### config.mk
export PLATFORM = sky130hd
export DESIGN_NAME = separated_field_message_parser_unit_flat
export DESIGN_NICKNAME = d
export VERILOG_FILES = /design/src/rtl/sfmp_pkg.sv /design/src/rtl/sfmp_if.sv /design/src/rtl/sfmp_front.sv /design/src/rtl/sfmp_queue.sv /design/src/rtl/sfmp_back.sv /design/src/rtl/separated_field_message_parser_unit.sv /design/src/flat_wrapper.sv
export VERILOG_INCLUDE_DIRS = /design/src /design/src/rtl
export SDC_FILE = /design/constraint.sdc
export NUM_CORES = 1
export LEC_CHECK = 0
export BUFFER_PORTS_ARGS = -buffer_cell sky130_fd_sc_hd__buf_4
export CAP_MARGIN = 20
export CELL_PAD_IN_SITES_DETAIL_PLACEMENT = 1
export CELL_PAD_IN_SITES_GLOBAL_PLACEMENT = 1
export CORE_ASPECT_RATIO = 0.75
export CORE_MARGIN = 2
export CORE_UTILIZATION = 45
export DETAILED_ROUTE_END_ITERATION = 7
export GPL_TIMING_DRIVEN = 0
export PLACE_DENSITY_LB_ADDON = 0.1
export SYNTH_ARGS = -nofsm -noshare
export SYNTH_HDL_FRONTEND = slang
export SYNTH_SLANG_ARGS = --single-unit
### constraint.sdc
create_clock -name clk_i -period 12.06 [get_ports clk_i]
set_input_delay 0.603 -clock clk_i [delete_from_list [all_inputs] [get_ports clk_i]]
set_output_delay 0.603 -clock clk_i [all_outputs]
set_load 0.1 [all_outputs]
### src/rtl/separated_field_message_parser_unit_macros.svh
// ----------------------------------------------------------------------------
// Assertion macros
// Concurrent assertion helpers, clocked on clk_i, disabled in reset.
// ----------------------------------------------------------------------------
`ifndef SEPARATED_FIELD_MESSAGE_PARSER_UNIT_MACROS_SVH
`define SEPARATED_FIELD_MESSAGE_PARSER_UNIT_MACROS_SVH
`ifndef SYNTHESIS
`define SFMP_ASSERT(lbl, prop) \
  lbl: assert property (@(posedge clk_i) disable iff (!rst_ni) prop) \
    else $error("%m: assertion failed");
`define SFMP_ASSERT_NEXT(lbl, pre, post) `SFMP_ASSERT(lbl, (pre) |=> (post))
`else
`define SFMP_ASSERT(lbl, prop)
`define SFMP_ASSERT_NEXT(lbl, pre, post)
`endif
`endif

### src/rtl/sfmp_pkg.sv
// ----------------------------------------------------------------------------
// sfmp_pkg
// Shared types and constants of the separated field message parser.
// ----------------------------------------------------------------------------
package sfmp_pkg;
  localparam int TOKEN_LIMIT_DEF = 16;
  localparam int PARAM_LIMIT_DEF = 8;
  localparam int HDR_TOKENS      = 5;
  localparam logic [7:0] SEP_RESET = 8'd124;

  localparam int QDEPTH = 2;
  localparam int QPTR_W = $clog2(QDEPTH);
  localparam int QCNT_W = $clog2(QDEPTH + 1);

  localparam logic [2:0] CLS_HEADER  = 3'd0;
  localparam logic [2:0] CLS_COMMAND = 3'd1;
  localparam logic [2:0] CLS_PARAM   = 3'd2;
  localparam logic [2:0] CLS_SEP     = 3'd3;
  localparam logic [2:0] CLS_PAYLOAD = 3'd4;
  localparam logic [2:0] CLS_IGNORED = 3'd5;

  localparam logic [1:0] ST_OK        = 2'd0;
  localparam logic [1:0] ST_STRUCT    = 2'd1;
  localparam logic [1:0] ST_TRUNCATED = 2'd2;

  typedef struct packed {
    logic [7:0]  data_byte;
    logic [2:0]  byte_class;
    logic [4:0]  token_number;
    logic        eom;
    logic [1:0]  status;
    logic [15:0] version;
    logic [7:0]  field_count;
    logic [31:0] payload_length;
    logic [63:0] time_stamp;
    logic [3:0]  param_count;
  } sfmp_rec_t;
endpackage

### src/rtl/sfmp_if.sv
// ----------------------------------------------------------------------------
// sfmp_in_if / sfmp_out_if
// Valid/ready channels for input bytes and result words.
// ----------------------------------------------------------------------------
interface sfmp_in_if;
  logic       valid;
  logic       ready;
  logic [7:0] data_byte;
  logic       end_of_message;
  modport source(output valid, data_byte, end_of_message, input ready);
  modport sink(input valid, data_byte, end_of_message, output ready);
endinterface

interface sfmp_out_if;
  logic        valid;
  logic        ready;
  logic [7:0]  byte_value;
  logic [2:0]  byte_class;
  logic [4:0]  token_number;
  logic        is_summary;
  logic [1:0]  status;
  logic [15:0] version;
  logic [7:0]  field_count;
  logic [31:0] payload_length;
  logic [63:0] time_stamp;
  logic [3:0]  param_count;
  logic        last_of_run;
  modport source(output valid, byte_value, byte_class, token_number, is_summary, status,
                 version, field_count, payload_length, time_stamp, param_count,
                 last_of_run, input ready);
  modport sink(input valid, byte_value, byte_class, token_number, is_summary, status,
               version, field_count, payload_length, time_stamp, param_count,
               last_of_run, output ready);
endinterface

### src/rtl/sfmp_front.sv
// ----------------------------------------------------------------------------
// sfmp_front
// Tokenizer: classifies each byte, accumulates header numbers, builds summary.
// ----------------------------------------------------------------------------
module sfmp_front #(
  parameter int TOKEN_LIMIT = sfmp_pkg::TOKEN_LIMIT_DEF,
  parameter int PARAM_LIMIT = sfmp_pkg::PARAM_LIMIT_DEF
) (
  input  logic                clk_i,
  input  logic                rst_ni,
  input  logic                sep_we_i,
  input  logic [7:0]          sep_data_i,
  input  logic                push_i,
  input  logic [7:0]          data_byte_i,
  input  logic                eom_i,
  output sfmp_pkg::sfmp_rec_t rec_o
);
  import sfmp_pkg::*;

  localparam int TW = $clog2(TOKEN_LIMIT + 1);
  localparam logic [1:0] PH_TOK  = 2'd0;
  localparam logic [1:0] PH_PAY  = 2'd1;
  localparam logic [1:0] PH_FAIL = 2'd2;

  logic [7:0]    sep_q;
  logic [1:0]    phase_q, phase_d;
  logic [TW-1:0] ts_q, ts_d, idx;
  logic          start_q, start_d, dact_q, dact_d, fcs_q, fcs_d;
  logic [15:0]   ver_q, ver_d;
  logic [7:0]    cnt_q, cnt_d;
  logic [31:0]   len_q, len_d, pbs_q, pbs_d, pbs_inc;
  logic [63:0]   stm_q, stm_d;
  logic [19:0]   ver_m;
  logic [11:0]   cnt_m;
  logic [35:0]   len_m;
  logic [67:0]   stm_m;
  logic [3:0]    dig;
  logic          is_sep, is_dig, ok;
  logic [2:0]    cls;
  logic [TW-1:0] pc;

  assign dig     = data_byte_i[3:0];
  assign is_dig  = data_byte_i >= 8'h30 && data_byte_i <= 8'h39;
  assign is_sep  = data_byte_i == sep_q;
  assign pbs_inc = (pbs_q == '1) ? pbs_q : pbs_q + 32'd1;
  assign ver_m   = 20'(ver_q) * 20'd10 + 20'(dig);
  assign cnt_m   = 12'(cnt_q) * 12'd10 + 12'(dig);
  assign len_m   = 36'(len_q) * 36'd10 + 36'(dig);
  assign stm_m   = 68'(stm_q) * 68'd10 + 68'(dig);

  always_comb begin
    phase_d = phase_q;
    ts_d    = ts_q;
    start_d = start_q;
    dact_d  = dact_q;
    fcs_d   = fcs_q;
    ver_d   = ver_q;
    cnt_d   = cnt_q;
    len_d   = len_q;
    stm_d   = stm_q;
    pbs_d   = pbs_q;
    cls     = CLS_IGNORED;
    idx     = '0;
    case (phase_q)
      PH_TOK: begin
        if (start_q) begin
          ts_d   = ts_q + TW'(1);
          dact_d = 1'b1;
        end
        start_d = 1'b0;
        idx     = ts_d - TW'(1);
        if (is_sep) begin
          cls     = CLS_SEP;
          start_d = 1'b1;
          pbs_d   = '0;
          if (idx == TW'(1)) begin
            fcs_d = 1'b1;
            if (cnt_q < 8'(HDR_TOKENS) || cnt_q > 8'(TOKEN_LIMIT)) phase_d = PH_FAIL;
          end
          if (phase_d == PH_TOK) begin
            if (fcs_d && 8'(ts_d) == cnt_q) phase_d = PH_PAY;
            else if (ts_d >= TW'(TOKEN_LIMIT)) phase_d = PH_FAIL;
          end
        end else begin
          cls   = (idx < TW'(4)) ? CLS_HEADER : ((idx == TW'(4)) ? CLS_COMMAND : CLS_PARAM);
          pbs_d = pbs_inc;
          if (idx < TW'(4) && dact_d) begin
            if (is_dig) begin
              case (idx[1:0])
                2'd0:    ver_d = (|ver_m[19:16]) ? '1 : ver_m[15:0];
                2'd1:    cnt_d = (|cnt_m[11:8]) ? '1 : cnt_m[7:0];
                2'd2:    len_d = (|len_m[35:32]) ? '1 : len_m[31:0];
                default: stm_d = (|stm_m[67:64]) ? '1 : stm_m[63:0];
              endcase
            end else begin
              dact_d = 1'b0;
            end
          end
        end
      end
      PH_PAY: begin
        cls   = (pbs_q < len_q) ? CLS_PAYLOAD : CLS_IGNORED;
        pbs_d = pbs_inc;
      end
      default: ;
    endcase
  end

  assign pc = ts_d - TW'(HDR_TOKENS);

  always_comb begin
    case (phase_d)
      PH_FAIL: ok = 1'b0;
      PH_TOK:  ok = fcs_d && 8'(ts_d) == cnt_d;
      default: ok = 1'b1;
    endcase
    if (ts_d < TW'(HDR_TOKENS) || 32'(pc) >= 32'(PARAM_LIMIT)) ok = 1'b0;
    rec_o.data_byte    = data_byte_i;
    rec_o.byte_class   = cls;
    rec_o.token_number = 5'(idx);
    rec_o.eom          = eom_i;
    rec_o.status       = ok ? ((len_d > pbs_d) ? ST_TRUNCATED : ST_OK) : ST_STRUCT;
    rec_o.version        = ok ? ver_d : '0;
    rec_o.field_count    = ok ? cnt_d : '0;
    rec_o.payload_length = ok ? len_d : '0;
    rec_o.time_stamp     = ok ? stm_d : '0;
    rec_o.param_count    = ok ? 4'(pc) : '0;
  end

  always_ff @(posedge clk_i or negedge rst_ni) begin
    if (!rst_ni) begin
      sep_q   <= SEP_RESET;
      phase_q <= PH_TOK;
      ts_q    <= '0;
      start_q <= 1'b1;
      dact_q  <= 1'b1;
      fcs_q   <= 1'b0;
      ver_q   <= '0;
      cnt_q   <= '0;
      len_q   <= '0;
      stm_q   <= '0;
      pbs_q   <= '0;
    end else begin
      if (sep_we_i) sep_q <= sep_data_i;
      if (push_i) begin
        if (eom_i) begin
          phase_q <= PH_TOK;
          ts_q    <= '0;
          start_q <= 1'b1;
          dact_q  <= 1'b1;
          fcs_q   <= 1'b0;
          ver_q   <= '0;
          cnt_q   <= '0;
          len_q   <= '0;
          stm_q   <= '0;
          pbs_q   <= '0;
        end else begin
          phase_q <= phase_d;
          ts_q    <= ts_d;
          start_q <= start_d;
          dact_q  <= dact_d;
          fcs_q   <= fcs_d;
          ver_q   <= ver_d;
          cnt_q   <= cnt_d;
          len_q   <= len_d;
          stm_q   <= stm_d;
          pbs_q   <= pbs_d;
        end
      end
    end
  end
endmodule

### src/rtl/sfmp_queue.sv
// ----------------------------------------------------------------------------
// sfmp_queue
// Short FIFO of classified byte records between front and back.
// ----------------------------------------------------------------------------
module sfmp_queue (
  input  logic                clk_i,
  input  logic                rst_ni,
  input  logic                push_i,
  input  sfmp_pkg::sfmp_rec_t wdata_i,
  output logic                full_o,
  input  logic                pop_i,
  output logic                valid_o,
  output sfmp_pkg::sfmp_rec_t rdata_o
);
  import sfmp_pkg::*;

  sfmp_rec_t       mem_q [QDEPTH];
  logic [QPTR_W-1:0] wr_q, rd_q;
  logic [QCNT_W-1:0] cnt_q;

  assign full_o  = cnt_q == QCNT_W'(QDEPTH);
  assign valid_o = cnt_q != '0;
  assign rdata_o = mem_q[rd_q];

  always_ff @(posedge clk_i) begin
    if (push_i) mem_q[wr_q] <= wdata_i;
  end

  always_ff @(posedge clk_i or negedge rst_ni) begin
    if (!rst_ni) begin
      wr_q  <= '0;
      rd_q  <= '0;
      cnt_q <= '0;
    end else begin
      if (push_i) wr_q <= (wr_q == QPTR_W'(QDEPTH - 1)) ? '0 : wr_q + QPTR_W'(1);
      if (pop_i)  rd_q <= (rd_q == QPTR_W'(QDEPTH - 1)) ? '0 : rd_q + QPTR_W'(1);
      if (push_i && !pop_i) cnt_q <= cnt_q + QCNT_W'(1);
      else if (pop_i && !push_i) cnt_q <= cnt_q - QCNT_W'(1);
    end
  end
endmodule

### src/rtl/sfmp_back.sv
// ----------------------------------------------------------------------------
// sfmp_back
// Emits the byte word of each record, then the summary word on message end.
// ----------------------------------------------------------------------------
`include "separated_field_message_parser_unit_macros.svh"
module sfmp_back (
  input  logic                clk_i,
  input  logic                rst_ni,
  input  logic                head_valid_i,
  input  sfmp_pkg::sfmp_rec_t head_i,
  output logic                pop_o,
  sfmp_out_if.source          out_o
);
  import sfmp_pkg::*;

  logic sum_q, sum_d, take;

  assign take  = out_o.valid && out_o.ready;
  assign pop_o = take && (sum_q || !head_i.eom);
  assign sum_d = take ? (!sum_q && head_i.eom) : sum_q;

  always_comb begin
    out_o.valid          = head_valid_i;
    out_o.byte_value     = sum_q ? '0 : head_i.data_byte;
    out_o.byte_class     = sum_q ? CLS_HEADER : head_i.byte_class;
    out_o.token_number   = sum_q ? '0 : head_i.token_number;
    out_o.is_summary     = sum_q;
    out_o.status         = sum_q ? head_i.status : ST_OK;
    out_o.version        = sum_q ? head_i.version : '0;
    out_o.field_count    = sum_q ? head_i.field_count : '0;
    out_o.payload_length = sum_q ? head_i.payload_length : '0;
    out_o.time_stamp     = sum_q ? head_i.time_stamp : '0;
    out_o.param_count    = sum_q ? head_i.param_count : '0;
    out_o.last_of_run    = sum_q || !head_i.eom;
  end

  always_ff @(posedge clk_i or negedge rst_ni) begin
    if (!rst_ni) sum_q <= 1'b0;
    else         sum_q <= sum_d;
  end

  `SFMP_ASSERT(a_sum_has_eom, sum_q |-> (head_valid_i && head_i.eom))
  `SFMP_ASSERT_NEXT(a_eom_to_sum, take && !sum_q && head_i.eom, sum_q)
  `SFMP_ASSERT_NEXT(a_sum_done, take && sum_q, !sum_q)
endmodule

### src/rtl/separated_field_message_parser_unit.sv
// ----------------------------------------------------------------------------
// separated_field_message_parser_unit
// Splits a byte stream at a separator, tags bytes, summarizes each message.
// ----------------------------------------------------------------------------
// channel   dir  handshake    payload
// in_i      in   valid/ready  data_byte, end_of_message
// out_o     out  valid/ready  byte word, or summary after an end byte
// sep_*     in   we only      separator byte
//
// One byte accepted per cycle while the 2-entry queue has room.
// One result word per cycle while out_o is ready; an end byte yields two, its byte and summary.
// Front tokenizer and back emitter stall independently through the queue.
// Reset clears message state and sets the separator to 124.
module separated_field_message_parser_unit #(
  parameter int TOKEN_LIMIT = sfmp_pkg::TOKEN_LIMIT_DEF,
  parameter int PARAM_LIMIT = sfmp_pkg::PARAM_LIMIT_DEF
) (
  input  logic       clk_i,
  input  logic       rst_ni,
  input  logic       sep_we_i,
  input  logic [7:0] sep_data_i,
  sfmp_in_if.sink    in_i,
  sfmp_out_if.source out_o
);
  import sfmp_pkg::*;

  sfmp_rec_t rec, head;
  logic      full, push, pop, head_valid;

  assign in_i.ready = !full;
  assign push       = in_i.valid && !full;

  sfmp_front #(.TOKEN_LIMIT(TOKEN_LIMIT), .PARAM_LIMIT(PARAM_LIMIT)) u_front (
    .clk_i, .rst_ni, .sep_we_i, .sep_data_i,
    .push_i(push), .data_byte_i(in_i.data_byte), .eom_i(in_i.end_of_message),
    .rec_o(rec)
  );

  sfmp_queue u_queue (
    .clk_i, .rst_ni, .push_i(push), .wdata_i(rec), .full_o(full),
    .pop_i(pop), .valid_o(head_valid), .rdata_o(head)
  );

  sfmp_back u_back (
    .clk_i, .rst_ni, .head_valid_i(head_valid), .head_i(head), .pop_o(pop), .out_o(out_o)
  );
endmodule

### src/flat_wrapper.sv
// flat-port wrapper written by rule: the top's interface ports become plain ports
module separated_field_message_parser_unit_flat import sfmp_pkg::*;
#(
  parameter int TOKEN_LIMIT = sfmp_pkg::TOKEN_LIMIT_DEF,
  parameter int PARAM_LIMIT = sfmp_pkg::PARAM_LIMIT_DEF
)
  (clk_i, rst_ni, sep_we_i, sep_data_i, in_i_valid, in_i_data_byte, in_i_end_of_message, in_i_ready, out_o_valid, out_o_byte_value, out_o_byte_class, out_o_token_number, out_o_is_summary, out_o_status, out_o_version, out_o_field_count, out_o_payload_length, out_o_time_stamp, out_o_param_count, out_o_last_of_run, out_o_ready);
  sfmp_in_if in_i_i ();
  sfmp_out_if out_o_i ();
  input  logic clk_i;
  input  logic rst_ni;
  input  logic sep_we_i;
  input  logic [7:0] sep_data_i;
  input wire logic [$bits(in_i_i.valid)-1:0] in_i_valid;
  input wire logic [$bits(in_i_i.data_byte)-1:0] in_i_data_byte;
  input wire logic [$bits(in_i_i.end_of_message)-1:0] in_i_end_of_message;
  output wire logic [$bits(in_i_i.ready)-1:0] in_i_ready;
  output wire logic [$bits(out_o_i.valid)-1:0] out_o_valid;
  output wire logic [$bits(out_o_i.byte_value)-1:0] out_o_byte_value;
  output wire logic [$bits(out_o_i.byte_class)-1:0] out_o_byte_class;
  output wire logic [$bits(out_o_i.token_number)-1:0] out_o_token_number;
  output wire logic [$bits(out_o_i.is_summary)-1:0] out_o_is_summary;
  output wire logic [$bits(out_o_i.status)-1:0] out_o_status;
  output wire logic [$bits(out_o_i.version)-1:0] out_o_version;
  output wire logic [$bits(out_o_i.field_count)-1:0] out_o_field_count;
  output wire logic [$bits(out_o_i.payload_length)-1:0] out_o_payload_length;
  output wire logic [$bits(out_o_i.time_stamp)-1:0] out_o_time_stamp;
  output wire logic [$bits(out_o_i.param_count)-1:0] out_o_param_count;
  output wire logic [$bits(out_o_i.last_of_run)-1:0] out_o_last_of_run;
  input wire logic [$bits(out_o_i.ready)-1:0] out_o_ready;
  assign in_i_i.valid = in_i_valid;
  assign in_i_i.data_byte = in_i_data_byte;
  assign in_i_i.end_of_message = in_i_end_of_message;
  assign in_i_ready = in_i_i.ready;
  assign out_o_valid = out_o_i.valid;
  assign out_o_byte_value = out_o_i.byte_value;
  assign out_o_byte_class = out_o_i.byte_class;
  assign out_o_token_number = out_o_i.token_number;
  assign out_o_is_summary = out_o_i.is_summary;
  assign out_o_status = out_o_i.status;
  assign out_o_version = out_o_i.version;
  assign out_o_field_count = out_o_i.field_count;
  assign out_o_payload_length = out_o_i.payload_length;
  assign out_o_time_stamp = out_o_i.time_stamp;
  assign out_o_param_count = out_o_i.param_count;
  assign out_o_last_of_run = out_o_i.last_of_run;
  assign out_o_i.ready = out_o_ready;
  separated_field_message_parser_unit #(.TOKEN_LIMIT(TOKEN_LIMIT), .PARAM_LIMIT(PARAM_LIMIT)) u_core (.clk_i(clk_i), .rst_ni(rst_ni), .sep_we_i(sep_we_i), .sep_data_i(sep_data_i), .in_i(in_i_i), .out_o(out_o_i));
endmodule
==> results of run 1 <==
==> critical path, delay by kind of cell (launching register included) <==
kind / cells / cell delay [ns]
AO/OA/AOI/OAI: 14 / 4.02
AND/OR/NAND/NOR: 8 / 2.09
adder cells (fa/ha/maj): 4 / 1.23
buffers and inverters: 3 / 0.80
flip-flops: 1 / 0.46
XOR/XNOR: 1 / 0.30
==> routing by layer <==
layer | routed length [µm] | global-route usage
met5 | 13 | 0
met4 | 3460 | 0.08276
met3 | 6227 | 0.03788
met2 | 54310 | 0.4780
met1 | 55810 | 0.4306
==> layout make-up <==
class / count / area share
buffer: 204 / 0.02168
multi-input combinational: 2953 / 0.5202
antenna: 2 / 0.0001291
inverter: 97 / 0.009390
tap: 1023 / 0.03301
clock inverter: 32 / 0.007163
sequential: 461 / 0.3346
timing repair buffer: 180 / 0.03950
clock buffer: 62 / 0.03424
==> worst max path at each step <==
stage / start / to / slack, ns / cells past startpoint
4_1_cts: u_core.u_front.len_q[3] / u_core.u_queue.mem_q[1][125] / 2.27 / 30
2_1_floorplan: u_core.u_queue.cnt_q[0] / u_core.u_queue.mem_q[0][0] / 3.54 / 5
3_3_place_gp: in_i_valid / u_core.u_queue.mem_q[0][18] / -0.39 / 5
6_report: u_core.u_front.len_q[3] / u_core.u_queue.mem_q[1][125] / 2.79 / 30
3_5_place_dp: u_core.u_front.len_q[1] / u_core.u_queue.mem_q[0][125] / 2.33 / 30
5_1_grt: u_core.u_front.len_q[3] / u_core.u_queue.mem_q[0][125] / 2.23 / 30
==> cell usage in the layout (no fill, tap or decap), types with 11 or more instances in the layout <==
master,synthesis,final
a21oi_1,276,276
clkbuf_16,0,51
nor3b_1,26,26
nand3_1,68,68
buf_2,23,25
o21a_1,38,38
clkbuf_1,160,169
o211ai_1,17,17
clkinv_2,0,11
a211o_1,11,11
nand2_1,254,254
xnor2_1,136,136
nor2b_1,159,159
o21ai_0,345,345
nor3_1,145,145
and2_1,25,25
a21o_1,73,73
edfxtp_1,286,286
o31ai_1,15,15
and3_1,44,43
and4_1,19,19
xor2_1,86,86
nor4_1,24,24
inv_1,95,95
nand4_1,74,74
nor2_1,252,251
mux2i_1,151,151
a31oi_1,117,117
nand2b_1,19,19
dfrtp_1,168,168
buf_4,12,177
or3_1,25,25
a211oi_1,50,50
ha_1,308,308
==> cells by family after synthesis <==
kind of cell,count (synthesis),share of synthesized area
AO/OA/AOI/OAI,1073,0.1899
adder cells (fa/ha/maj),316,0.1169
XOR/XNOR,223,0.05710
buffers and inverters,301,0.03505
flip-flops,461,0.3779
multiplexers,160,0.04697
AND/OR/NAND/NOR,1179,0.1761
other,1,0.0001092
==> sequential cells by signal (all words and copies together) (netlist names) <==
register                        flops
u_core.u_back.out_o.is_summary      1
u_core.u_front.cnt_q                8
u_core.u_front.dact_q               1
u_core.u_front.fcs_q                1
u_core.u_front.len_q               32
u_core.u_front.pbs_q               32
u_core.u_front.phase_q              2
u_core.u_front.sep_q                8
u_core.u_front.start_q              1
u_core.u_front.stm_q               64
u_core.u_front.ts_q                 5
u_core.u_front.ver_q               16
u_core.u_queue.cnt_q                2
u_core.u_queue.mem_q              286
u_core.u_queue.rd_q                 1
u_core.u_queue.wr_q                 1
==> power by group through the flow <==
stage / clock (mW) / sequential [mW] / combinational, mW
floorplan: 0 / 2.18 / 2.60
global placement: 0 / 2.25 / 3.41
detailed placement: 0 / 2.18 / 3.52
CTS: 1.57 / 2.15 / 3.54
global route: 1.63 / 2.17 / 3.73
finish: 1.55 / 2.15 / 3.54
==> repair_timing <==
item | in CTS | in global routing
endpoints found under the hold margin | 28 | 0
setup buffers | 0 | 0
hold buffers | 1 | 0
==> stage by stage <==
stage	hold slack [ns]	util	setup WS [ns]	TNS, ns
6_report	0.1987	0.5148	2.785	0
5_1_grt	0.1823	0.5147	2.234	0
2_1_floorplan	0.3074	-	3.545	0
4_1_cts	0.1658	0.5146	2.271	0
3_3_place_gp	0.4705	0.4894	-0.3861	-52.80
3_5_place_dp	0.4856	0.4932	2.327	0
==> summary.md, run 1 <==
| Metric | Value |
|---|---|
| Hold crit path type | in2reg |
| Final setup vio count | 0 |
| Dominant cells by area after synthesis | edfxtp_1 (25%), dfrtp_1 (12%), ha_1 (11%) |
| CP Class | reg2reg |
| Initial Util | 0.4558 |
| Hold worst-path end | u_core.u_queue.mem_q[1][142] |
| WP data required | 12.34 ns |
| RR Startpoint | u_core.u_front.len_q[3] |
| Synth warn | 0 |
| Grt total ovfl | 0 |
| First-pass GRT wire length | 185100 µm |
| Number of port buffers | 166 |
| DRC viols | 0 |
| Fillers | between 8000 and 9000 |
| Lkg Pwr | 16.36 nW |
| Core Region | 75330 µm² |
| Crit path top cell by count | o21a_1 |
| Largest net degree at the start of global routing | 99 |
| CP peak stage delay | 0.88 ns |
| CTS tree | done |
| Max-cap violation count | 0 |
| Number of flops mapped to enable cells by yosys | 286 |
| Least-Margin Pin Slew | 1.103 ns |
| Synth top area share | 0.2501 |
| Pint | 3.783 mW |
| Total power | 7.235 mW |
| Top cell type by total area after synthesis | edfxtp_1 |
| Cells after DPL | about 4900 |
| CTS H-Tree Depth | 2 |
| Outcome | finished, final reports clean |
| CP Max Fanout | 10 |
| Num Clock Sinks | 461 |
| Relative slew slack | 0.2648 |
| Power Density | 186.6 nW/µm² |
| Nets@finish | around 4300 |
| Worst setup EP type | register |
| Total GRT Usage | 0.3010 |
| Clk slew on worst S/H paths | about 0.06 ns |
| Root Buffer Master | clkbuf_16 |
| Register area | 12980 µm² |
| Worst Clk Skew | about 0.033 ns |
| Synth Register Bits | 461 |
| Final period util | 0.7691 |
| Fmax | 107.8 MHz |
| Sw frac | 0.4771 |
| WL per Instance | 23.90 µm |
| Unrepaired setup endpoints after global routing | false |
| CP Launch Type | register |
| Synth unique cells | 88 |
| Hold Vio Cnt, Final | 0 |
| Clock share of power | 0.214 |
| Final Wtd Congestion | 0.9275 |
| Hold path start | in_i_data_byte[7] |
| Peak VDD IR | 0.1680 mV |
| Finished Cell Area | 38780 µm² |
| R2r endpoint | u_core.u_queue.mem_q[1][125] |
| # IOs | 168 |
| Main flop type after synthesis | edfxtp_1 |
| Share of layout cells above drive strength 1 | 0.08574 |
| Post-route minimum period | 9.275 ns |
| Top cells by instance count after synthesis | o21ai_0 (345), ha_1 (308), edfxtp_1 (286) |
| Async SR Flop Fraction | 0.3796 |
| Post-Syn Area per Cell | 9.245 µm² |
| DRT Wirelength | 119800 µm |
| Most frequent cell after synthesis | o21ai_0 |
| Hold depth | 1 |
| R2R Setup Slk | 2.79 ns |
| Vias in the first global route | 31110 |
| Post-DRT Antenna Nets | 0 |
| Critical Path AT | 9.55 ns |
| Die width | approximately 320 µm |
| Clock latency on the worst-skew pair | roughly 0.64 ns |
| Non-filler cells, final | about 5000 |
| Row count | 87 |
| Slowest CP cell | a2111oi_0 |
| Die H | 243.2 µm |
| TritonCTS Buffers | 50 |
| Fin. max-slew vios | 0 |
| Placed cell area | 37150 µm² |
| NetSw | 3.452 mW |
| Post-synthesis cell count | around 3700 |
| Router iterations before antenna repair | 5 |
| Sequential fraction of the synthesis area | 0.3779 |
| R2R depth | 30 |
| Area taken by multi-input logic gates | 20170 µm² |
| Vias per inst | 6.140 |
| Via count | about 30000 |
| Initial antenna violation count | 2 |
| Bufs on Longest Clock Path | 3 |
| Area delta synth->final | 12.93% |
| Die area | 78550 µm² |
| Synthesized area | about 34000 µm² |
| CTS-repair resized insts | 0 |
| Combinational cell fraction of total power | 0.489 |
| Flop pwr share | 0.297 |
| Starting DRT DRC Count | 2235 |
| Hpwl dp | 93380 µm |
Note: power is estimated with default switching activity, not from simulation.
==> run 2, diff against run 1 <==
--- a/config.mk
+++ b/config.mk
@@ -6,13 +6,14 @@
 export SDC_FILE = /design/constraint.sdc
 export NUM_CORES = 1
 export LEC_CHECK = 0
+export ABC_AREA = 1
 export BUFFER_PORTS_ARGS = -buffer_cell sky130_fd_sc_hd__buf_4
 export CAP_MARGIN = 20
 export CELL_PAD_IN_SITES_DETAIL_PLACEMENT = 1
 export CELL_PAD_IN_SITES_GLOBAL_PLACEMENT = 1
 export CORE_ASPECT_RATIO = 0.75
 export CORE_MARGIN = 2
-export CORE_UTILIZATION = 45
+export CORE_UTILIZATION = 42
 export DETAILED_ROUTE_END_ITERATION = 7
 export GPL_TIMING_DRIVEN = 0
 export PLACE_DENSITY_LB_ADDON = 0.1
==> constraint.sdc (replaced) <==
create_clock -name clk_i -period 7.69 [get_ports clk_i]
set_input_delay 0.3845 -clock clk_i [delete_from_list [all_inputs] [get_ports clk_i]]
set_output_delay 0.3845 -clock clk_i [all_outputs]
set_load 0.1 [all_outputs]
==> summary.md, run 2 <==
| Metric | Value |
|---|---|
| Die H | 267.1 µm (was 243.2 µm) |
| CTS H-Tree Depth | 2 (unchanged) |
| Router iterations before antenna repair | 6 (was 5) |
| Bufs on Longest Clock Path | 3 (unchanged) |
| # IOs | 168 (unchanged) |
| Register area | 12980 µm² (unchanged) |
| Total GRT Usage | 0.3278 (was 0.3010) |
| Critical Path AT | 7.65 ns (was 9.55 ns) |
| Final setup vio count | 0 (unchanged) |
| Root Buffer Master | clkbuf_16 (unchanged) |
| Flip-flop count of the largest register after layout | 286 (unchanged) |
| Hold Vio Cnt, Final | 0 (unchanged) |
| Synthesized area | 38770 µm² (was 34340 µm²) |
| Fin. max-slew vios | 0 (unchanged) |
| Simple-gate share of the synthesized area | 0.3664 (was 0.1761) |
| CP Class | reg2reg (unchanged) |
| CTS tree | done (unchanged) |
| Worst hold margin | 0.02798 ns (was 0.1987 ns) |
| Grt total ovfl | 0 (unchanged) |
| Pre-CTS setup slack | 0.6566 ns (was 2.327 ns) |
| Worst Clk Skew | 0.06513 ns (was 0.03262 ns) |
| Synth Register Bits | 461 (unchanged) |
| Largest net degree at the start of global routing | 94 (was 99) |
| Final Wtd Congestion | 0.9646 (was 0.9275) |
| CP peak stage delay | 0.59 ns (was 0.88 ns) |
| Top cells by instance count after synthesis | nand2_1 (1643), nor2_1 (901), inv_1 (782) (was o21ai_0 (345), ha_1 (308), edfxtp_1 (286)) |
| Share of layout cells above drive strength 1 | 0.09126 (was 0.08574) |
| Finished Cell Area | 43780 µm² (was 38780 µm²) |
| Compound-gate portion of the synthesized area | 0.07886 (was 0.1899) |
| Main combinational cell family by area after synthesis | simple AND/OR/NAND/NOR gates (was compound AO/OA/AOI/OAI gates) |
| Hold crit path type | in2reg (unchanged) |
| Number of port buffers | 167 (was 166) |
| Most frequent cells in the layout | nand2_1 (1643), nor2_1 (899), inv_1 (782) (was o21ai_0 (345), ha_1 (308), edfxtp_1 (286)) |
| Power Density | 294.5 nW/µm² (was 186.6 nW/µm²) |
| Area delta synth->final | 12.91% (was 12.93%) |
| Final period util | 0.9432 (was 0.7691) |
| Worst setup EP type | register (unchanged) |
| Starting DRT DRC Count | 3320 (was 2235) |
| Die area | 94790 µm² (was 78550 µm²) |
| Async SR Flop Fraction | 0.3796 (unchanged) |
| WP data required | 8.09 ns (was 12.34 ns) |
| Relative slew slack | 0.1874 (was 0.2648) |
| Clock latency on the worst-skew pair | 0.66 ns (was 0.64 ns) |
| CP Launch Type | register (unchanged) |
| Lkg Pwr | 21.32 nW (was 16.36 nW) |
| First-pass GRT wire length | 236500 µm (was 185100 µm) |
| Slowest CP cell | nor4_1 (was a2111oi_0) |
| Fmax | 137.9 MHz (was 107.8 MHz) |
| Top flop regs | u_core.u_queue.mem_q: 286 flops, u_core.u_front.stm_q: 64 flops (unchanged) |
| Hpwl dp | 127900 µm (was 93380 µm) |
| Area taken by multi-input logic gates | 21980 µm² (was 20170 µm²) |
| Unrepaired setup endpoints after global routing | false (unchanged) |
| Placed cell area | 41880 µm² (was 37150 µm²) |
| Initial Util | 0.4236 (was 0.4558) |
| Largest Register | u_core.u_queue.mem_q (unchanged) |
| Row count | 96 (was 87) |
| Core Region | 91530 µm² (was 75330 µm²) |
| Synth Area in Adders | 0.1035 (was 0.1169) |
| DRC viols | 0 (unchanged) |
| WP buf/inv | 5 (was 3) |
| Final worst setup slack | 0.4366 ns (was 2.785 ns) |
| Outcome | finished, final reports clean (unchanged) |
| Mux cell area share after synthesis | 0.001162 (was 0.04697) |
| Initial antenna violation count | 3 (was 2) |
| Post-route minimum period | 7.253 ns (was 9.275 ns) |
| Clk slew on worst S/H paths | 0.06 ns (about the same) |
| XOR/XNOR Fraction of Synth Area | 0.01620 (was 0.05710) |
| Most common cell after layout, fill and taps aside | nand2_1 (was o21ai_0) |
| Nets@finish | 6256 (was 4285) |
| Number of flops mapped to enable cells by yosys | 286 (unchanged) |
| Synth warn | 0 (unchanged) |
| Post-DRT Antenna Nets | 0 (unchanged) |
| CP Max Fanout | 10 (unchanged) |
| Most frequent cell after synthesis | nand2_1 (was o21ai_0) |
| Top delay family on crit path | simple AND/OR/NAND/NOR gates (was compound AO/OA/AOI/OAI gates) |
| Synth unique cells | 63 (was 88) |
| Peak VDD IR | 0.6236 mV (was 0.1680 mV) |
| Crit path top cell by count | nand2_1 (was o21a_1) |
| TritonCTS Buffers | 52 (was 50) |
| Post-Syn Area per Cell | 6.843 µm² (was 9.245 µm²) |
| Dominant cells by area after synthesis | edfxtp_1 (22%), nand2_1 (16%), dfrtp_1 (11%) (was edfxtp_1 (25%), dfrtp_1 (12%), ha_1 (11%)) |
| Post-synthesis cell count | 5666 (was 3714) |
| Least-Margin Pin Slew | 1.219 ns (was 1.103 ns) |
| Synth top area share | 0.2215 (was 0.2501) |
| Main flop type after synthesis | edfxtp_1 (unchanged) |
| Fillers | 11990 (was 8674) |
| DRT Wirelength | 157800 µm (was 119800 µm) |
| Vias in the first global route | 38860 (was 31110) |
| Top cell type by total area after synthesis | edfxtp_1 (unchanged) |
| CTS-repair resized insts | 0 (unchanged) |
| Die width | 354.8 µm (was 323.0 µm) |
| Via count | 39540 (was 30790) |
| Vias per inst | 5.499 (was 6.140) |
| WL per Instance | 21.95 µm (was 23.90 µm) |
| Sequential fraction of the synthesis area | 0.3347 (was 0.3779) |
| Num Clock Sinks | 461 (unchanged) |
| Max-cap violation count | 0 (unchanged) |
run 2: metal layers:
layer	share of wire	up-vias	GRT usage
li1	-	18760	-
met1	0.50	19380	0.5086
met2	0.40	1271	0.4657
met3	0.091	135	0.07257
met4	0.013	2	0.05108
met5	0.000082	-	0
run 2: layout make-up:
cell class,count,share of cell area
Antenna cell,4,0.0002286
Buffer,138,0.01969
Clock buffer,63,0.03138
Clock inverter,34,0.008116
Inverter,794,0.06807
Multi-Input combinational cell,4274,0.5019
Sequential cell,461,0.2964
Tap cell,1225,0.03501
Timing Repair Buffer,197,0.03918
run 2: cell families after synthesis:
family,after synthesis
AND/OR/NAND/NOR,3320
buffers and inverters,932
AO/OA/AOI/OAI,562
flip-flops,461
adder cells (fa/ha/maj),316
XOR/XNOR,70
multiplexers,4
other,1
run 2: power by group:
| group | internal, mW | switching (mW) | total [mW] |
|---|---|---|---|
| clock | 1.46 | 1.15 | 2.61 |
| combinational | 1.31 | 5.69 | 7.00 |
| sequential | 3.13 | 0.158 | 3.28 |
| total | 5.89 | 7.00 | 12.9 |
run 2: worst register-to-register path, delay by kind of cell, from the launching register on:
family,cells,cell delay (ns)
AO/OA/AOI/OAI,1,0.27
XOR/XNOR,1,0.56
adder cells (fa/ha/maj),4,1.26
buffers and inverters,5,0.60
flip-flops,1,0.52
AND/OR/NAND/NOR,19,3.77
run 2: metrics by stage:
step	util	total power, mW	TNS (ns)	cells
2_1_floorplan	-	8.222	0	5667
3_3_place_gp	0.4542	10.09	-163.70	7059
3_5_place_dp	0.4576	10.22	0	7073
4_1_cts	0.4781	12.86	0	7185
5_1_grt	0.4782	13.34	0	7186
6_report	0.4783	12.89	0	7190
run 2: path summary, 6_finish.rpt:
kind,endpoint,cells past startpoint,slack (ns),start
hold reg to reg,u_core.u_front.dact_q,2,0.49,u_core.u_front.dact_q
hold / removal,u_core.u_queue.mem_q[0][126],1,0.03,in_i_end_of_message
setup reg to reg,u_core.u_queue.mem_q[0][125],30,0.44,u_core.u_front.len_q[3]
max in group asynchronous,u_core.u_front.len_q[26],4,6.35,rst_ni
min in group asynchronous,u_core.u_front.stm_q[21],3,0.34,rst_ni
setup / recovery,u_core.u_queue.mem_q[0][125],30,0.44,u_core.u_front.len_q[3]
run 2: what timing repair did:
item	in CTS	in global routing
setup buffers	0	0
hold endpoints to repair	101	0
hold buffers	15	0
==> run 3, diff against run 2 <==
--- a/config.mk
+++ b/config.mk
@@ -13,7 +13,7 @@
 export CELL_PAD_IN_SITES_GLOBAL_PLACEMENT = 1
 export CORE_ASPECT_RATIO = 0.75
 export CORE_MARGIN = 2
-export CORE_UTILIZATION = 42
+export CORE_UTILIZATION = 45
 export DETAILED_ROUTE_END_ITERATION = 7
 export GPL_TIMING_DRIVEN = 0
 export PLACE_DENSITY_LB_ADDON = 0.1
==> constraint.sdc (replaced) <==
create_clock -name clk_i -period 7.14 [get_ports clk_i]
set_input_delay 0.357 -clock clk_i [delete_from_list [all_inputs] [get_ports clk_i]]
set_output_delay 0.357 -clock clk_i [all_outputs]
set_load 0.1 [all_outputs]
==> summary.md, run 3 (synthesis gave the netlist of run 2 again) <==
| Metric | Value |
|---|---|
| Share of layout cells above drive strength 1 | 0.09211 (was 0.09126) |
| Initial antenna violation count | 3 (unchanged) |
| Pre-CTS setup slack | 0.2077 ns (was 0.6566 ns) |
| CTS H-Tree Depth | 2 (unchanged) |
| Final Wtd Congestion | 0.9766 (was 0.9646) |
| Power Density | 317.2 nW/µm² (was 294.5 nW/µm²) |
| Number of port buffers | 167 (unchanged) |
| Num Clock Sinks | 461 (unchanged) |
| Fin. max-slew vios | 0 (unchanged) |
| Critical Path AT | 7.06 ns (was 7.65 ns) |
| Max-cap violation count | 0 (unchanged) |
| Hold crit path type | in2reg (unchanged) |
| Starting DRT DRC Count | 3935 (was 3320) |
| R2r endpoint | u_core.u_queue.mem_q[0][125] (unchanged) |
| Initial Util | 0.4528 (was 0.4236) |
| Most frequent cells in the layout | nand2_1 (1642), nor2_1 (898), inv_1 (782) (was nand2_1 (1643), nor2_1 (899), inv_1 (782)) |
| Worst setup EP type | register (unchanged) |
| Post-route minimum period | 6.687 ns (was 7.253 ns) |
| Final period util | 0.9365 (was 0.9432) |
| Critical Path Source | u_core.u_front.len_q[1] (was u_core.u_front.len_q[3]) |
| Outcome | finished, final reports clean (unchanged) |
| Clk slew on worst S/H paths | 0.06 ns (about the same) |
| Vias in the first global route | 39120 (was 38860) |
| CP Class | reg2reg (unchanged) |
| Lkg Pwr | 21.32 nW (about the same) |
| Peak VDD IR | 0.7113 mV (was 0.6236 mV) |
| Largest net degree at the start of global routing | 91 (was 94) |
| CP peak stage delay | 0.53 ns (was 0.59 ns) |
| GRT met2 Usage | 0.4880 (was 0.4657) |
| Post-DRT Antenna Nets | 0 (unchanged) |
| DRT Wirelength | 156400 µm (was 157800 µm) |
| RR Startpoint | u_core.u_front.len_q[1] (was u_core.u_front.len_q[3]) |
| Core Region | 85640 µm² (was 91530 µm²) |
| Total GRT Usage | 0.3460 (was 0.3278) |
| Largest Register | u_core.u_queue.mem_q (unchanged) |
| # IOs | 168 (unchanged) |
| CP Launch Type | register (unchanged) |
| R2R Setup Slk | 0.45 ns (was 0.44 ns) |
| Hold Vio Cnt, Final | 0 (unchanged) |
| # Post-CTS Setup Buffers | 0 (unchanged) |
| Vias per inst | 5.592 (was 5.499) |
| Flip-flop count of the largest register after layout | 286 (unchanged) |
| Met1 usage | 0.5273 (was 0.5086) |
| Relative slew slack | 0.2500 (was 0.1874) |
| Router iterations before antenna repair | 6 (unchanged) |
| Die H | 258.2 µm (was 267.1 µm) |
| TritonCTS Buffers | 51 (was 52) |
| Slowest CP cell | dfrtp_1 (was nor4_1) |
| First-pass GRT wire length | 234500 µm (was 236500 µm) |
| Grt total ovfl | 0 (unchanged) |
| Fmax | 149.6 MHz (was 137.9 MHz) |
| Top Usage Layer GRT | met1 (unchanged) |
| WL per Instance | 22.02 µm (was 21.95 µm) |
| CTS tree | done (unchanged) |
| Met3 Usage GRT | 0.08825 (was 0.07257) |
| CP Max Fanout | 10 (unchanged) |
| Worst Clk Skew | 0.03854 ns (was 0.06513 ns) |
| Area delta synth->final | 12.65% (was 12.91%) |
| Via count | 39730 (was 39540) |
| Hold path start | sep_data_i[3] (was in_i_end_of_message) |
| Total power | 13.85 mW (was 12.89 mW) |
| Least-Margin Pin Slew | 1.125 ns (was 1.219 ns) |
| Die area | 88550 µm² (was 94790 µm²) |
| Worst Setup EP | u_core.u_queue.mem_q[0][125] (unchanged) |
| Die width | 343.0 µm (was 354.8 µm) |
| Most common cell after layout, fill and taps aside | nand2_1 (unchanged) |
| R2R depth | 33 (was 30) |
| WP data required | 7.52 ns (was 8.09 ns) |
| Unrepaired setup endpoints after global routing | false (unchanged) |
| Clock latency on the worst-skew pair | 0.64 ns (was 0.66 ns) |
| Final setup vio count | 0 (unchanged) |
| Row count | 93 (was 96) |
| Top flop regs | u_core.u_queue.mem_q: 286 flops, u_core.u_front.stm_q: 64 flops (unchanged) |
| Final worst setup slack | 0.4535 ns (was 0.4366 ns) |
| Nets@finish | 6255 (was 6256) |
| Crit path top cell by count | nand2_1 (unchanged) |
| Root Buffer Master | clkbuf_16 (unchanged) |
| DRC viols | 0 (unchanged) |
| Hpwl dp | 126700 µm (was 127900 µm) |
| Bufs on Longest Clock Path | 3 (unchanged) |
-- run 3: cell count changes in the layout (fill, tap and decap cells not counted), sizes merged --
cell,previous run,this run
clkinv,19,20
buf,217,214
inv,801,798
dlygate4sd3,16,18
clkbuf,162,164
-- run 3: worst min path at each step --
stage | cells past startpoint | endpoint | slack [ns]
after floorplan | 0 | u_core.u_back.out_o.is_summary | 0.06
after global placement | 2 | u_core.u_front.dact_q | 0.45
after detailed placement | 1 | u_core.u_front.stm_q[21] | 0.45
after CTS | 3 | u_core.u_front.sep_q[3] | 0.05
after global routing | 3 | u_core.u_front.sep_q[3] | 0.06
final | 3 | u_core.u_front.sep_q[3] | 0.07
-- run 3: final cells by class --
class | instances | area, µm²
clock buffers | 64 | 1365
flip-flops and latches | 461 | 12980
clock inverters | 32 | 349.1
well taps | 1140 | 1426
fillers | 11190 | 41960
diodes | 4 | 10.01
plain buffers | 138 | 864.6
multi-input cells | 4274 | 22000
inverters | 794 | 2980
repair buffers | 197 | 1704
-- run 3: through the flow --
step / utilization / setup TNS [ns] / instances / area, µm² / hold slack [ns]
final: 0.5100 / 0 / 7104 / 43680 / 0.06906
after detailed placement: 0.4876 / 0 / 6987 / 41760 / 0.4502
after CTS: 0.5096 / 0 / 7100 / 43640 / 0.04881
after floorplan: - / 0 / 5667 / 38780 / 0.06141
after global routing: 0.5099 / 0 / 7100 / 43670 / 0.06356
after global placement: 0.4841 / -315.25 / 6974 / 41460 / 0.4545
-- run 3: repair_timing --
item                       CTS  global route
hold buffers                17             0
setup endpoints to repair    0             2
resized for setup            0             6
hold endpoints to repair    99             0
-- run 3: metal layers --
metal	part of all wire	wire, µm
met1	0.48	74760
met4	0.020	3101
met3	0.10	16000
met5	0	0
met2	0.40	62560
-- run 3: critical path: cells and delay by family (launching register included) --
family	cells	cell delay [ns]
simple gates	22	3.65
flops	1	0.53
buf+inv	6	0.67
fa+ha+maj	4	1.30
compound gates	1	0.25
-- run 3: report_power, final --
part / internal, mW / total [mW] / switching [mW]
registers: 3.37 / 3.54 / 0.174
logic: 1.41 / 7.53 / 6.12
clock network: 1.55 / 2.78 / 1.22
total: 6.33 / 13.9 / 7.52
